File: config.mk
export PLATFORM = sky130hd
export DESIGN_NAME = axial_force_admittance_control
export DESIGN_NICKNAME = d
export VERILOG_FILES = /design/src/rtl/core/afac_pkg.sv /design/src/rtl/core/axial_force_admittance_control.sv
export SDC_FILE = /design/constraint.sdc
export NUM_CORES = 2
export LEC_CHECK = 0
export BUFFER_PORTS_ARGS = -buffer_cell sky130_fd_sc_hd__buf_2
export CORE_ASPECT_RATIO = 1.2
export CORE_UTILIZATION = 40
export DETAILED_ROUTE_END_ITERATION = 12
export PLACE_DENSITY = 0.6
export SKIP_LAST_GASP = 1
export SYNTH_ARGS = -nofsm -noshare
export SYNTH_HDL_FRONTEND = slang
export SYNTH_SLANG_ARGS = --single-unit
File: constraint.sdc
create_clock -name clk -period 10.96 [get_ports clk]
set_input_delay 0.548 -clock clk [delete_from_list [all_inputs] [get_ports clk]]
set_output_delay 0.548 -clock clk [all_outputs]
set_load 0.005 [all_outputs]
File: src/rtl/core/afac_pkg.sv
// afac_pkg: beat types, register and phase codes, saturation helpers
// for the axial force admittance controller
// depends on nothing
package afac_pkg;

	typedef struct packed {
		logic signed [23:0] force_x;
		logic signed [23:0] force_y;
		logic signed [23:0] force_z;
		logic signed [15:0] axis_x;
		logic signed [15:0] axis_y;
		logic signed [15:0] axis_z;
	} in_beat_t;

	typedef struct packed {
		logic signed [31:0] cmd_vel_x;
		logic signed [31:0] cmd_vel_y;
		logic signed [31:0] cmd_vel_z;
	} out_beat_t;

	// register indexes
	localparam logic [2:0] REG_FORCE_TARGET   = 3'd0;
	localparam logic [2:0] REG_INVERSE_MASS   = 3'd1;
	localparam logic [2:0] REG_DAMPING_GAIN   = 3'd2;
	localparam logic [2:0] REG_STIFFNESS_GAIN = 3'd3;
	localparam logic [2:0] REG_ACCEL_BLEND    = 3'd4;
	localparam logic [2:0] REG_VELOCITY_BLEND = 3'd5;
	localparam logic [2:0] REG_TICK_PERIOD_US = 3'd6;

	// sequencer phases, one multiply each
	localparam logic [3:0] P_PX   = 4'd0;
	localparam logic [3:0] P_PY   = 4'd1;
	localparam logic [3:0] P_PZ   = 4'd2;
	localparam logic [3:0] P_DMP  = 4'd3;
	localparam logic [3:0] P_STF  = 4'd4;
	localparam logic [3:0] P_INV  = 4'd5;
	localparam logic [3:0] P_BLA  = 4'd6;
	localparam logic [3:0] P_INTV = 4'd7;
	localparam logic [3:0] P_BLV  = 4'd8;
	localparam logic [3:0] P_INTX = 4'd9;
	localparam logic [3:0] P_OX   = 4'd10;
	localparam logic [3:0] P_OY   = 4'd11;
	localparam logic [3:0] P_OZ   = 4'd12;

	typedef enum logic [4:0] {
		S_IDLE = 5'b00001,
		S_LOAD = 5'b00010,
		S_MUL  = 5'b00100,
		S_DIV  = 5'b01000,
		S_OUT  = 5'b10000
	} state_t;

	localparam int MUL_BITS = 25;
	localparam int DIV_BITS = 48;
	localparam logic [5:0] MUL_LAST = 6'(MUL_BITS - 1);
	localparam logic [5:0] DIV_LAST = 6'(DIV_BITS - 1);
	localparam logic [20:0] US_PER_S = 21'd1000000;
	localparam logic signed [23:0] DEADBAND_LSB = 24'sd13;
	localparam logic [16:0] ONE_Q16 = 17'd65536;

	function automatic logic signed [31:0] sat32(input logic signed [63:0] x);
		if (x > 64'sd2147483647) return 32'sh7fffffff;
		else if (x < -64'sd2147483648) return 32'sh80000000;
		else return x[31:0];
	endfunction

	function automatic logic signed [23:0] sat24(input logic signed [63:0] x);
		if (x > 64'sd8388607) return 24'sh7fffff;
		else if (x < -64'sd8388608) return 24'sh800000;
		else return x[23:0];
	endfunction

	function automatic logic signed [39:0] sat40(input logic signed [63:0] x);
		if (x > 64'sd549755813887) return 40'sh7fffffffff;
		else if (x < -64'sd549755813888) return 40'sh8000000000;
		else return x[39:0];
	endfunction

endpackage

File: src/rtl/core/axial_force_admittance_control.sv
// axial_force_admittance_control: top level, sequencer with bit-serial
// multiplier and bit-serial divider by one million
// depends on afac_pkg
//
// channel   dir  handshake            payload
// in        in   in_valid/in_ready    in_data  (afac_pkg::in_beat_t)
// out       out  out_valid/out_ready  out_data (afac_pkg::out_beat_t)
// config    in   wr_en                wr_index, wr_data
//
// one beat runs 13 multiply phases (an operand load, then 25 multiplier
// bits, one per cycle) and two divisions of 48 quotient bits (one
// quotient bit per cycle), then hands the result over to the result
// register.
// reset clears the state, the result valid and sets registers to defaults.
// a result waiting on out_ready holds the sequencer in its output step;
// the next input beat is taken as soon as the sequencer is idle.
module axial_force_admittance_control (
	input  logic                 clk,
	input  logic                 arst_n,
	input  logic                 in_valid,
	output logic                 in_ready,
	input  afac_pkg::in_beat_t   in_data,
	output logic                 out_valid,
	input  logic                 out_ready,
	output afac_pkg::out_beat_t  out_data,
	input  logic                 wr_en,
	input  logic [2:0]           wr_index,
	input  logic [23:0]          wr_data
);

	// configuration registers
	logic signed [23:0] force_target_q;
	logic [23:0]        inverse_mass_q;
	logic [23:0]        damping_gain_q;
	logic [23:0]        stiffness_gain_q;
	logic [16:0]        accel_blend_q;
	logic [16:0]        velocity_blend_q;
	logic [15:0]        tick_period_us_q;

	// controller state
	logic signed [31:0] fa_q;   // filtered acceleration
	logic signed [31:0] v_q;    // axial velocity
	logic signed [31:0] x_q;    // axial offset

	// working registers
	afac_pkg::in_beat_t  in_q;
	afac_pkg::out_beat_t cmd_q;
	afac_pkg::out_beat_t out_q;
	logic                out_valid_q;
	afac_pkg::state_t    state_q;
	logic [3:0]          phase_q;
	logic [5:0]          cnt_q;
	logic signed [63:0]  t_q;    // projection sum, then pre-filter velocity
	logic signed [23:0]  e_q;    // force error after deadband
	logic signed [63:0]  n_q;    // net force
	logic signed [31:0]  a_q;    // raw acceleration

	// bit-serial multiplier
	logic signed [63:0]  md_q;
	logic [24:0]         mr_q;
	logic signed [63:0]  acc_q;
	logic signed [63:0]  md_ld;
	logic [24:0]         mr_ld;
	logic signed [63:0]  addend;
	logic signed [63:0]  prod;

	// bit-serial divider
	logic [47:0]         dv_q;
	logic [19:0]         rem_q;
	logic                neg_q;
	logic [20:0]         rem_sh;
	logic                q_bit;
	logic [47:0]         dv_nx;
	logic signed [63:0]  quot;

	logic [16:0]         ab_eff;
	logic [16:0]         vb_eff;
	logic signed [63:0]  proj;
	logic signed [23:0]  err;
	logic signed [63:0]  net_sum;
	logic signed [63:0]  prod_mag;

	// blend weights above one act as one
	assign ab_eff = (accel_blend_q > afac_pkg::ONE_Q16) ? afac_pkg::ONE_Q16 : accel_blend_q;
	assign vb_eff = (velocity_blend_q > afac_pkg::ONE_Q16) ? afac_pkg::ONE_Q16
		: velocity_blend_q;

	// operands for the phase about to run
	always_comb begin
		md_ld = '0;
		mr_ld = '0;
		unique case (phase_q)
			afac_pkg::P_PX: begin
				md_ld = 64'(in_q.force_x);
				mr_ld = 25'(in_q.axis_x);
			end
			afac_pkg::P_PY: begin
				md_ld = 64'(in_q.force_y);
				mr_ld = 25'(in_q.axis_y);
			end
			afac_pkg::P_PZ: begin
				md_ld = 64'(in_q.force_z);
				mr_ld = 25'(in_q.axis_z);
			end
			afac_pkg::P_DMP: begin
				md_ld = 64'(v_q);
				mr_ld = {1'b0, damping_gain_q};
			end
			afac_pkg::P_STF: begin
				md_ld = 64'(x_q);
				mr_ld = {1'b0, stiffness_gain_q};
			end
			afac_pkg::P_INV: begin
				md_ld = n_q;
				mr_ld = {1'b0, inverse_mass_q};
			end
			afac_pkg::P_BLA: begin
				// w*(fresh-old) + old*2^16 equals the two-term blend
				md_ld = 64'(a_q) - 64'(fa_q);
				mr_ld = {8'b0, ab_eff};
			end
			afac_pkg::P_INTV: begin
				md_ld = 64'(fa_q);
				mr_ld = {9'b0, tick_period_us_q};
			end
			afac_pkg::P_BLV: begin
				md_ld = t_q - 64'(v_q);
				mr_ld = {8'b0, vb_eff};
			end
			afac_pkg::P_INTX: begin
				md_ld = 64'(v_q);
				mr_ld = {9'b0, tick_period_us_q};
			end
			afac_pkg::P_OX: begin
				md_ld = 64'(v_q);
				mr_ld = 25'(in_q.axis_x);
			end
			afac_pkg::P_OY: begin
				md_ld = 64'(v_q);
				mr_ld = 25'(in_q.axis_y);
			end
			afac_pkg::P_OZ: begin
				md_ld = 64'(v_q);
				mr_ld = 25'(in_q.axis_z);
			end
			default: begin
				md_ld = '0;
				mr_ld = '0;
			end
		endcase
	end

	// one multiplier bit per cycle, the top bit carries negative weight
	always_comb begin
		if (!mr_q[0]) addend = '0;
		else if (cnt_q == afac_pkg::MUL_LAST) addend = -md_q;
		else addend = md_q;
		prod = acc_q + addend;
	end

	// one quotient bit per cycle, restoring
	always_comb begin
		rem_sh = {rem_q, dv_q[47]};
		q_bit  = (rem_sh >= afac_pkg::US_PER_S);
		dv_nx  = {dv_q[46:0], q_bit};
		quot   = neg_q ? -$signed({16'b0, dv_nx}) : $signed({16'b0, dv_nx});
	end

	// projection end, error with saturation and deadband
	always_comb begin
		proj = (t_q + prod) >>> 14;
		err  = afac_pkg::sat24(64'(force_target_q) - proj);
		if (err > -afac_pkg::DEADBAND_LSB && err < afac_pkg::DEADBAND_LSB) err = '0;
		net_sum  = n_q - (prod >>> 8);
		prod_mag = prod[63] ? -prod : prod;
	end

	// configuration writes
	always_ff @(posedge clk or negedge arst_n) begin
		if (!arst_n) begin
			force_target_q   <= '0;
			inverse_mass_q   <= 24'd65536;
			damping_gain_q   <= '0;
			stiffness_gain_q <= '0;
			accel_blend_q    <= afac_pkg::ONE_Q16;
			velocity_blend_q <= afac_pkg::ONE_Q16;
			tick_period_us_q <= 16'd1000;
		end else if (wr_en) begin
			unique case (wr_index)
				afac_pkg::REG_FORCE_TARGET:   force_target_q   <= wr_data;
				afac_pkg::REG_INVERSE_MASS:   inverse_mass_q   <= wr_data;
				afac_pkg::REG_DAMPING_GAIN:   damping_gain_q   <= wr_data;
				afac_pkg::REG_STIFFNESS_GAIN: stiffness_gain_q <= wr_data;
				afac_pkg::REG_ACCEL_BLEND:    accel_blend_q    <= wr_data[16:0];
				afac_pkg::REG_VELOCITY_BLEND: velocity_blend_q <= wr_data[16:0];
				afac_pkg::REG_TICK_PERIOD_US: tick_period_us_q <= wr_data[15:0];
				default: ;   // unmapped index, ignored
			endcase
		end
	end

	// result valid: set on hand-over, cleared when the beat is taken
	always_ff @(posedge clk or negedge arst_n) begin
		if (!arst_n) begin
			out_valid_q <= 1'b0;
		end else if (state_q == afac_pkg::S_OUT && (!out_valid_q || out_ready)) begin
			out_valid_q <= 1'b1;
		end else if (out_ready) begin
			out_valid_q <= 1'b0;
		end
	end

	// sequencer and state
	always_ff @(posedge clk or negedge arst_n) begin
		if (!arst_n) begin
			state_q     <= afac_pkg::S_IDLE;
			phase_q     <= afac_pkg::P_PX;
			cnt_q       <= '0;
			fa_q        <= '0;
			v_q         <= '0;
			x_q         <= '0;
		end else begin
			unique case (state_q)
				afac_pkg::S_IDLE: begin
					if (in_valid) begin
						in_q    <= in_data;
						phase_q <= afac_pkg::P_PX;
						state_q <= afac_pkg::S_LOAD;
					end
				end
				afac_pkg::S_LOAD: begin
					md_q    <= md_ld;
					mr_q    <= mr_ld;
					acc_q   <= '0;
					cnt_q   <= '0;
					state_q <= afac_pkg::S_MUL;
				end
				afac_pkg::S_MUL: begin
					acc_q <= prod;
					md_q  <= md_q <<< 1;
					mr_q  <= {1'b0, mr_q[24:1]};
					if (cnt_q != afac_pkg::MUL_LAST) begin
						cnt_q <= cnt_q + 6'd1;
					end else begin
						cnt_q <= '0;
						unique case (phase_q)
							afac_pkg::P_PX:  t_q <= prod;
							afac_pkg::P_PY:  t_q <= t_q + prod;
							afac_pkg::P_PZ:  e_q <= err;
							afac_pkg::P_DMP: n_q <= ($signed(64'(e_q)) <<< 19) - (prod >>> 12);
							afac_pkg::P_STF: n_q <= 64'(afac_pkg::sat40(net_sum >>> 4));
							afac_pkg::P_INV: a_q <= afac_pkg::sat32(prod >>> 12);
							afac_pkg::P_BLA:
								fa_q <= afac_pkg::sat32((prod + (64'(fa_q) <<< 16)) >>> 16);
							afac_pkg::P_BLV:
								v_q <= afac_pkg::sat32((prod + (64'(v_q) <<< 16)) >>> 16);
							afac_pkg::P_OX: cmd_q.cmd_vel_x <= afac_pkg::sat32(prod >>> 14);
							afac_pkg::P_OY: cmd_q.cmd_vel_y <= afac_pkg::sat32(prod >>> 14);
							afac_pkg::P_OZ: cmd_q.cmd_vel_z <= afac_pkg::sat32(prod >>> 14);
							afac_pkg::P_INTV, afac_pkg::P_INTX: begin
								// integration phases: divide the product by one million
								neg_q <= prod[63];
								dv_q  <= prod_mag[47:0];
								rem_q <= '0;
							end
							default: ;
						endcase
						if (phase_q == afac_pkg::P_INTV || phase_q == afac_pkg::P_INTX) begin
							state_q <= afac_pkg::S_DIV;
						end else if (phase_q == afac_pkg::P_OZ) begin
							state_q <= afac_pkg::S_OUT;
						end else begin
							state_q <= afac_pkg::S_LOAD;
							phase_q <= phase_q + 4'd1;
						end
					end
				end
				afac_pkg::S_DIV: begin
					dv_q  <= dv_nx;
					rem_q <= q_bit ? 20'(rem_sh - afac_pkg::US_PER_S) : rem_sh[19:0];
					cnt_q <= cnt_q + 6'd1;
					if (cnt_q == afac_pkg::DIV_LAST) begin
						state_q <= afac_pkg::S_LOAD;
						phase_q <= phase_q + 4'd1;
						if (phase_q == afac_pkg::P_INTV) t_q <= 64'(afac_pkg::sat32(64'(v_q) + quot));
						else x_q <= afac_pkg::sat32(64'(x_q) + quot);
					end
				end
				afac_pkg::S_OUT: begin
					// result register free or emptied this cycle
					if (!out_valid_q || out_ready) begin
						out_q   <= cmd_q;
						state_q <= afac_pkg::S_IDLE;
					end
				end
				default: state_q <= afac_pkg::S_IDLE;
			endcase
		end
	end

	assign in_ready  = (state_q == afac_pkg::S_IDLE);
	assign out_valid = out_valid_q;
	assign out_data  = out_q;

	// an accepted beat goes straight to operand load
	a_accept_load: assert property (@(posedge clk) disable iff (!arst_n)
		in_valid && in_ready |=> state_q == afac_pkg::S_LOAD && phase_q == afac_pkg::P_PX)
		else $error("accepted beat did not start the sequencer");

	// divider only runs for the two integration phases
	a_div_phase: assert property (@(posedge clk) disable iff (!arst_n)
		state_q == afac_pkg::S_DIV |-> phase_q == afac_pkg::P_INTV
			|| phase_q == afac_pkg::P_INTX)
		else $error("divider active outside an integration phase");

	// multiplier count stays within the operand width
	a_mul_cnt: assert property (@(posedge clk) disable iff (!arst_n)
		state_q == afac_pkg::S_MUL |-> cnt_q <= afac_pkg::MUL_LAST)
		else $error("multiplier count overran");

	// a pending result is never overwritten
	a_no_overwrite: assert property (@(posedge clk) disable iff (!arst_n)
		out_valid_q && !out_ready |=> $stable(out_q))
		else $error("waiting result overwritten");

endmodule

# [Yosys cells after proc, flatten, opt, wreduce, memory -nomap -nowiden]
# Cells that the tools add are included.
[word_totals] inputBits=152 output_inout_bits=98 ff_bits=976
[op_classes] eq_ne=35 bitwise=2 mux=56 add_sub_neg=17 reduce_logical=42 magnitude_cmp=21
[op_table] operator="one-hot mux 64 bit (2 select lines)" count=5
[op_table] operator="one-hot mux 64 bit (9 select lines)" count=1
[op_table] operator="2-to-1 mux 64 bit" count=6
[op_table] operator="2-to-1 mux 32 bit" count=11
[op_table] operator="one-hot mux 25 bit (9 select lines)" count=1
[op_table] operator="2-to-1 mux 48 bit" count=3
[op_table] operator="adder 32 x 64 -> 64 bit" count=2
[op_table] operator="adder 64 x 48 -> 64 bit" count=2
[op_table] operator="adder 64 bit" count=2
[op_table] operator="greater-than comparator 64 x 32 -> 1 bit, second input constant" count=2
[op_table] operator="less-than comparator 64 x 32 -> 1 bit, second input constant" count=2
[op_table] operator="greater-than comparator 48 x 32 -> 1 bit, second input constant" count=2
[op_table] operator="less-than comparator 48 x 32 -> 1 bit, second input constant" count=2
[op_table] operator="one-hot mux 48 bit (2 select lines)" count=1
[op_table] operator="2-to-1 mux 40 bit" count=2
[op_table] operator="negator 48 -> 64 bit" count=1
[op_table] operator="negator 64 bit" count=1
[op_table] operator="subtractor 64 x 32 -> 64 bit" count=1
[op_table] operator="subtractor 64 x 56 -> 64 bit" count=1
[op_table] operator="greater-than comparator 60 x 40 -> 1 bit, second input constant" count=1
[op_table] operator="less-than comparator 60 x 40 -> 1 bit, second input constant" count=1
[op_table] operator="2-to-1 mux 20 bit" count=3
[op_table] operator="subtractor 43 x 52 -> 53 bit" count=1
[op_table] operator="greater-than comparator 52 x 32 -> 1 bit, second input constant" count=1
[op_table] operator="other kinds (58)" count=118

# [Longest topological paths before layout]
[depth] ltp_word=11 ltp_mapped=51 mapped_depth_nobuf=48

# [Worst setup path after synthesis]
# OpenSTA, ideal clock, no wires.
[synth_path] kind="register to register" from="register md_q[1]" to="register e_q[12] (data pin)" arrival_ns=10.208 t_required_ns=10.685 n_path_buf=3 path_stages_with_launch=49 setup_slack_ns=0.477 cell_sequence="edfxtp_1 inv_1 ha_1 nand3_1 nor2_1 nand2_1 or2_2 clkbuf_1 o21ai_0 xnor2_1 and2_1 ha_1 clkbuf_1 a21o_1 a21o_1 a21oi_1 o22ai_1 or2_2 (+13 left out) ha_1 a21o_1 a21oi_1 and3_1 o21ai_0 a311oi_1 nand2b_1 o31a_1 a22oi_4 o311ai_4 a2111oi_4 or2_1 a311o_1 a2111oi_0 and4_1 nand2b_1 buf_2 o221ai_1"
[synth_via] elab_chain_len=11 word_cells_on_any_way=13 cone_classes="4 x add/sub; 4 x order compare; 4 x mux; 1 x reduce/logical"
[synth_rtl] element="start: declaration" line_no="axial_force_admittance_control.sv:59" text="logic signed [63:0] md_q;"
[synth_rtl] element="start signal: assignment" line_no="axial_force_admittance_control.sv:232" text="md_q <= md_ld;"
[synth_rtl] element="start signal: assignment" line_no="axial_force_admittance_control.sv:240" text="md_q <= md_q <<< 1;"
[synth_rtl] element="negator 64 bit" line_no="axial_force_admittance_control.sv:156" text="else if (cnt_q == afac_pkg::MUL_LAST) addend = -md_q;"
[synth_rtl] element="2-to-1 mux 64 bit *" line_no="axial_force_admittance_control.sv:156"
[synth_rtl] element="2-to-1 mux 64 bit *" line_no="axial_force_admittance_control.sv:155" text="if (!mr_q[0]) addend = '0;"
[synth_rtl] element="adder 64 bit *" line_no="axial_force_admittance_control.sv:158" text="prod = acc_q + addend;"
[synth_rtl] element="named net prod[31]" line_no="axial_force_admittance_control.sv:65" text="logic signed [63:0] prod;"
[synth_rtl] element="adder 64 bit *" line_no="axial_force_admittance_control.sv:171" text="proj = (t_q + prod) >>> 14;"
[synth_rtl] element="subtractor 24 x 50 -> 51 bit *" line_no="axial_force_admittance_control.sv:172" text="err = afac_pkg::sat24(64'(force_target_q) - proj);"
[synth_rtl] element="less-than comparator 51 x 24 -> 1 bit" line_no="afac_pkg.sv:69" text="else if (x < -64'sd8388608) return 24'sh800000;"
[synth_rtl] element="2-to-1 mux 24 bit" line_no="afac_pkg.sv:69"
[synth_rtl] element="2-to-1 mux 24 bit *" line_no="afac_pkg.sv:68" text="if (x > 64'sd8388607) return 24'sh7fffff;"
[synth_rtl] element="greater-than comparator 24 x 5 -> 1 bit or less-than comparator 24 x 5 -> 1 bit (tied branches)" line_no="axial_force_admittance_control.sv:173" text="if (err > -afac_pkg::DEADBAND_LSB && err < afac_pkg::DEADBAND_LSB) err = '0;"
[synth_rtl] element="logical AND 1 bit" line_no="axial_force_admittance_control.sv:173"
[synth_rtl] element="end signal: assignment" line_no="axial_force_admittance_control.sv:249" text="afac_pkg::P_PZ: e_q <= err;"
[synth_rtl] element="end: declaration" line_no="axial_force_admittance_control.sv:54" text="logic signed [23:0] e_q;"
# Mark *: on every way through the listed nets, which the timed path passes. The rest lies on a longest branch.
# A chain may end at the register's enable or synchronous reset.

# [Worst setup path after layout]
[layout_path] from="register cnt_q[1]" to="register e_q[3] (data pin)"
[layout_via] elab_chain_len=11 word_cells_on_any_way=13 cone_classes="3 x add/sub; 4 x order compare; 1 x eq/ne; 4 x mux; 1 x reduce/logical"
[layout_rtl] element="start: declaration" line_no="axial_force_admittance_control.sv:52" text="logic [5:0] cnt_q;"
[layout_rtl] element="start signal: assignment" line_no="axial_force_admittance_control.sv:243" text="cnt_q <= cnt_q + 6'd1;"
[layout_rtl] element="start signal: assignment" line_no="axial_force_admittance_control.sv:281" text="cnt_q <= cnt_q + 6'd1;"
[layout_rtl] element="equality test 6 x 5 -> 1 bit *" line_no="axial_force_admittance_control.sv:156"
[layout_rtl] element="2-to-1 mux 64 bit *" line_no="axial_force_admittance_control.sv:156"
[layout_rtl] element="2-to-1 mux 64 bit *" line_no="axial_force_admittance_control.sv:155"
[layout_rtl] element="adder 64 bit *" line_no="axial_force_admittance_control.sv:158"
[layout_rtl] element="named net prod[26]" line_no="axial_force_admittance_control.sv:65"
[layout_rtl] element="adder 64 bit *" line_no="axial_force_admittance_control.sv:171"
[layout_rtl] element="subtractor 24 x 50 -> 51 bit *" line_no="axial_force_admittance_control.sv:172"
[layout_rtl] element="less-than comparator 51 x 24 -> 1 bit" line_no="afac_pkg.sv:69"
[layout_rtl] element="2-to-1 mux 24 bit" line_no="afac_pkg.sv:69"
[layout_rtl] element="2-to-1 mux 24 bit *" line_no="afac_pkg.sv:68"
[layout_rtl] element="greater-than comparator 24 x 5 -> 1 bit or less-than comparator 24 x 5 -> 1 bit (tied branches)" line_no="axial_force_admittance_control.sv:173"
[layout_rtl] element="logical AND 1 bit" line_no="axial_force_admittance_control.sv:173"
# Marked as above.

==> summary.md <==
| Metric | Value |
|---|---|
| Status | `completed` |
| CTS Sinks | `965` |
| Post-synthesis async set-or-reset flop share | `0.2674` |
| Core area | `185700 um2` |
| Final Non-Filler Cells | `11580` |
| DP Worst Slack | `-0.4421 ns` |
| Final net count | `9755` |
| FF+latch count, synth | `965` |
| Synth unique cells | `116` |
| List of most frequent post-synthesis cells | `707 x edfxtp_1, 699 x a21oi_1, 625 x nor2_1` |
| Crit path from | `cnt_q[1]$_DFFE_PN0P_` |
| Critical path class | `reg2reg` |
| Top delay family on crit path | `compound AO/OA/AOI/OAI gates` |
| CTS tree | `done` |
| Clk slew on worst S/H paths | `0.06 ns` |
| P per Cell Area | `301.1 nW/um2` |
| Post-synthesis sequential area ratio | `0.3696` |
| Post-synth top area share | `0.2833` |
| Die Y | `476.2 um` |
| Number of buffers created by CTS | `110` |
| Slew @ Worst Pin | `1.180 ns` |
| Worst reg2reg path depth | `49` |
| DRC Markers | `0` |
| Critical-path top delay cell | `or4_4` |
| DP HPWL | `247.1 mm` |
| Grt ovf | `0` |
| GRT Util Overall | `0.3247` |
| Final Skew | `0.08069 ns` |
| CTS Buffer Depth | `3` |
| Mapped Avg Cell Area | `9.231 um2` |
| 1st-iter DRT viols | `6651` |
| Final WL | `317.3 mm` |
| Fill cells | `17600` |
| Area of the mapped netlist | `74950 um2` |
| Net Count, Synth | `8852` |
| Startpoint types | `flip-flop` |
| Final Hold Viols | `0` |
| Synth Instances | `8119` |
| DR vias/cell | `6.153` |
| First-pass GRT wire length | `457.0 mm` |
| DR WL/cell | `27.41 um` |
| CP Capture Point | `e_q[3]$_SDFFCE_PP0P_` |
| CP Depth | `49` |
| CP bufs+invs | `10` |
| CP required | `11.54 ns` |
| Lkg Pwr | `37.26 nW` |
| CTS H-Tree Depth | `3` |
| Slowest stage delay, CP | `0.67 ns` |
| Achievable Freq | `0.09433 GHz` |
| Row count | `173` |
| IO buf count | `249` |
| Ys flop type | `edfxtp_1` |
| Worst min-delay path class | `in2reg` |
| Die area | `189100 um2` |
| Worst r2r src | `cnt_q[1]$_DFFE_PN0P_` |
| Final setup fails | `0` |
| Minimum clock period | `10.60 ns` |
| Worst-path maximum fanout | `9` |
| Final Core Density | `0.4851` |
| Headroom to the max-slew limit | `0.2131` |
| Dpl cells | `11210` |
| Hold WS | `0.06002 ns` |
| Setup slack, reg-to-reg | `0.36 ns` |
| Clk_lat worst skew | `0.81 ns` |
| Tcrit/Tclk final | `0.9673` |
| RSZ-0062 raised after global routing | `yes` |
| WP data arrival | `11.18 ns` |
| Largest net degree at the start of global routing | `94` |
| Root Buffer | `clkbuf_16` |
| Design Area, Final | `90090 um2` |
| Ys Warns | `0` |
| Vias | `71240` |
| Initial Utilization | `0.4035` |
| FF-to-FF End | `e_q[3]$_SDFFCE_PP0P_` |
| Cell accounting for the most synthesized area | `edfxtp_1` |
| Placed inst area | `83760 um2` |
| Die X | `397.1 um` |
| Top cell by count, worst path | `buf_4` |
| GP Congestion | `1.020` |
| Max-slew violations | `0` |
| Main area contributors after synthesis | `edfxtp_1 28%, ha_1 9.5%, dfrtp_1 8.3%` |
| Most frequent cell after synthesis | `edfxtp_1` |
| Final ANT Viol Nets | `0` |
| Number of flops mapped to enable cells by yosys | `707` |
| I/O pins | `250` |
| Max Cap Viol | `0` |
| Layout Area Growth over Synthesis | `20.20%` |
| Setup crit end kind | `flip-flop` |
| Worst Setup Slack, final | `0.3586 ns` |
| Vias in the first global route | `69070` |
| Initial antenna violation count | `18` |
| Drt pass-1 iters | `6` |
| Worst vdd ir | `0.0002288 V` |
| Share of layout cells above drive strength 1 | `0.1787` |
## repair_timing
action	4_1_cts	5_1_grt
endpoints found under the setup margin	24	46
hold buffers	120	0
gates cloned	0	1
setup buffers	5	27
pin swaps	10	50
resized for setup	33	156
endpoints found under the hold margin	201	0
## where the power goes
part | internal, W | switching (W)
Combinational | 0.00708 | 0.0110
Sequential | 0.00480 | 0.000225
Clock | 0.00232 | 0.00170
## layer usage
| metal | up-vias | share of wire | track usage |
|---|---|---|---|
| li1 | 32460 | - | - |
| met1 | 35030 | 0.39 | 0.3888 |
| met2 | 2904 | 0.46 | 0.5343 |
| met3 | 839 | 0.068 | 0.04904 |
| met4 | 10 | 0.079 | 0.2235 |
| met5 | - | 0.00020 | 0 |
## worst register-to-register path, delay by kind of cell (launching register included)
kind,cells,cell delay [ns]
AOI/OAI and AO/OA,21,4.01
xor gates and xnor gates,2,0.24
adders and majority gates,4,1.06
buffers and inverters,10,1.61
DFF,1,0.40
muxes,1,0.32
and+or+nand+nor,11,2.79
## registers in the layout, summed over array words and instances, names as in the netlist, 5 cells and up
name              cells
t_q                  64
state_q               5
stiffness_gain_q     24
inverse_mass_q       24
accel_blend_q        17
in_q                120
cmd_q                96
damping_gain_q       24
tick_period_us_q     16
md_q                 64
velocity_blend_q     17
a_q                  32
rem_q                20
force_target_q       24
cnt_q                 6
out_data             96
mr_q                 25
dv_q                 48
fa_q                 32
x_q                  32
v_q                  32
n_q                  53
e_q                  24
acc_q                64
## per-stage QoR
stage          power [W]    TNS (ns)
3_5_place_dp     0.02223      -8.646
6_report         0.02712           0
5_1_grt          0.02844     -0.1682
4_1_cts          0.02644  -0.0009424
3_3_place_gp     0.02214      -7.954
2_1_floorplan    0.01457           0
## placed cells by master, fill, tap and decap left out, types with 31 or more instances in the layout
master / count
buf_4: 736
edfxtp_1: 707
a21oi_1: 675
nor2_1: 609
ha_1: 563
nand2_1: 548
o21ai_0: 525
xnor2_1: 470
inv_1: 312
a21o_1: 307
buf_2: 248
dfrtp_1: 246
nand3_1: 204
a22oi_1: 184
xor2_1: 180
mux2_2: 146
nand2b_1: 133
nand4_1: 120
dlygate4sd3_1: 120
nor3_1: 118
and2_1: 118
clkbuf_16: 117
a31oi_1: 92
o21a_1: 88
nor2b_1: 83
o21bai_1: 82
a211oi_1: 80
and3_1: 77
nor4_1: 72
or3_1: 69
o211ai_1: 58
o31ai_1: 52
a221oi_1: 47
or2_2: 46
a211o_1: 35
o21ai_1: 31
## how the worst min path moves through the flow
stage	startpoint	endpoint	slack [ns]	cells past startpoint
2_1_floorplan	arst_n	accel_blend_q[0]$_DFFE_PN0P_	0.25	0
3_3_place_gp	cmd_q[28]$_DFFE_PP_	out_data[28]$_DFFE_PP_	0.40	0
3_5_place_dp	cmd_q[15]$_DFFE_PP_	out_data[15]$_DFFE_PP_	0.40	0
6_report	wr_data[20]	damping_gain_q[20]$_DFFE_PN0P_	0.06	2
5_1_grt	in_data[66]	in_q[66]$_DFFE_PP_	0.05	1
4_1_cts	wr_data[20]	damping_gain_q[20]$_DFFE_PN0P_	0.02	2
## cells by family (layout without fill, tap and decap cells)
kind of cell | after synthesis | after routing | share of synthesized area
xor gates and xnor gates | 666 | 666 | 0.07803
muxes | 175 | 175 | 0.02581
and+or+nand+nor | 2398 | 2398 | 0.1594
other | 0 | 11 | 0
AOI/OAI and AO/OA | 2690 | 2690 | 0.2365
adders and majority gates | 581 | 581 | 0.09790
DFF | 965 | 965 | 0.3696
buffers and inverters | 644 | 1642 | 0.03274
## area by class of cell
class	count	area, um2	area share
Antenna cell	11	27.53	0.0003056
Clock buffer	143	3064	0.03401
Clock inverter	64	837.1	0.009292
Inverter	317	1194	0.01325
Multi-Input combinational cell	6510	45970	0.5103
Sequential cell	965	27700	0.3075
Tap cell	2450	3065	0.03403
Timing Repair Buffer	1118	8230	0.09136
(Power assumes the default switching activity.)
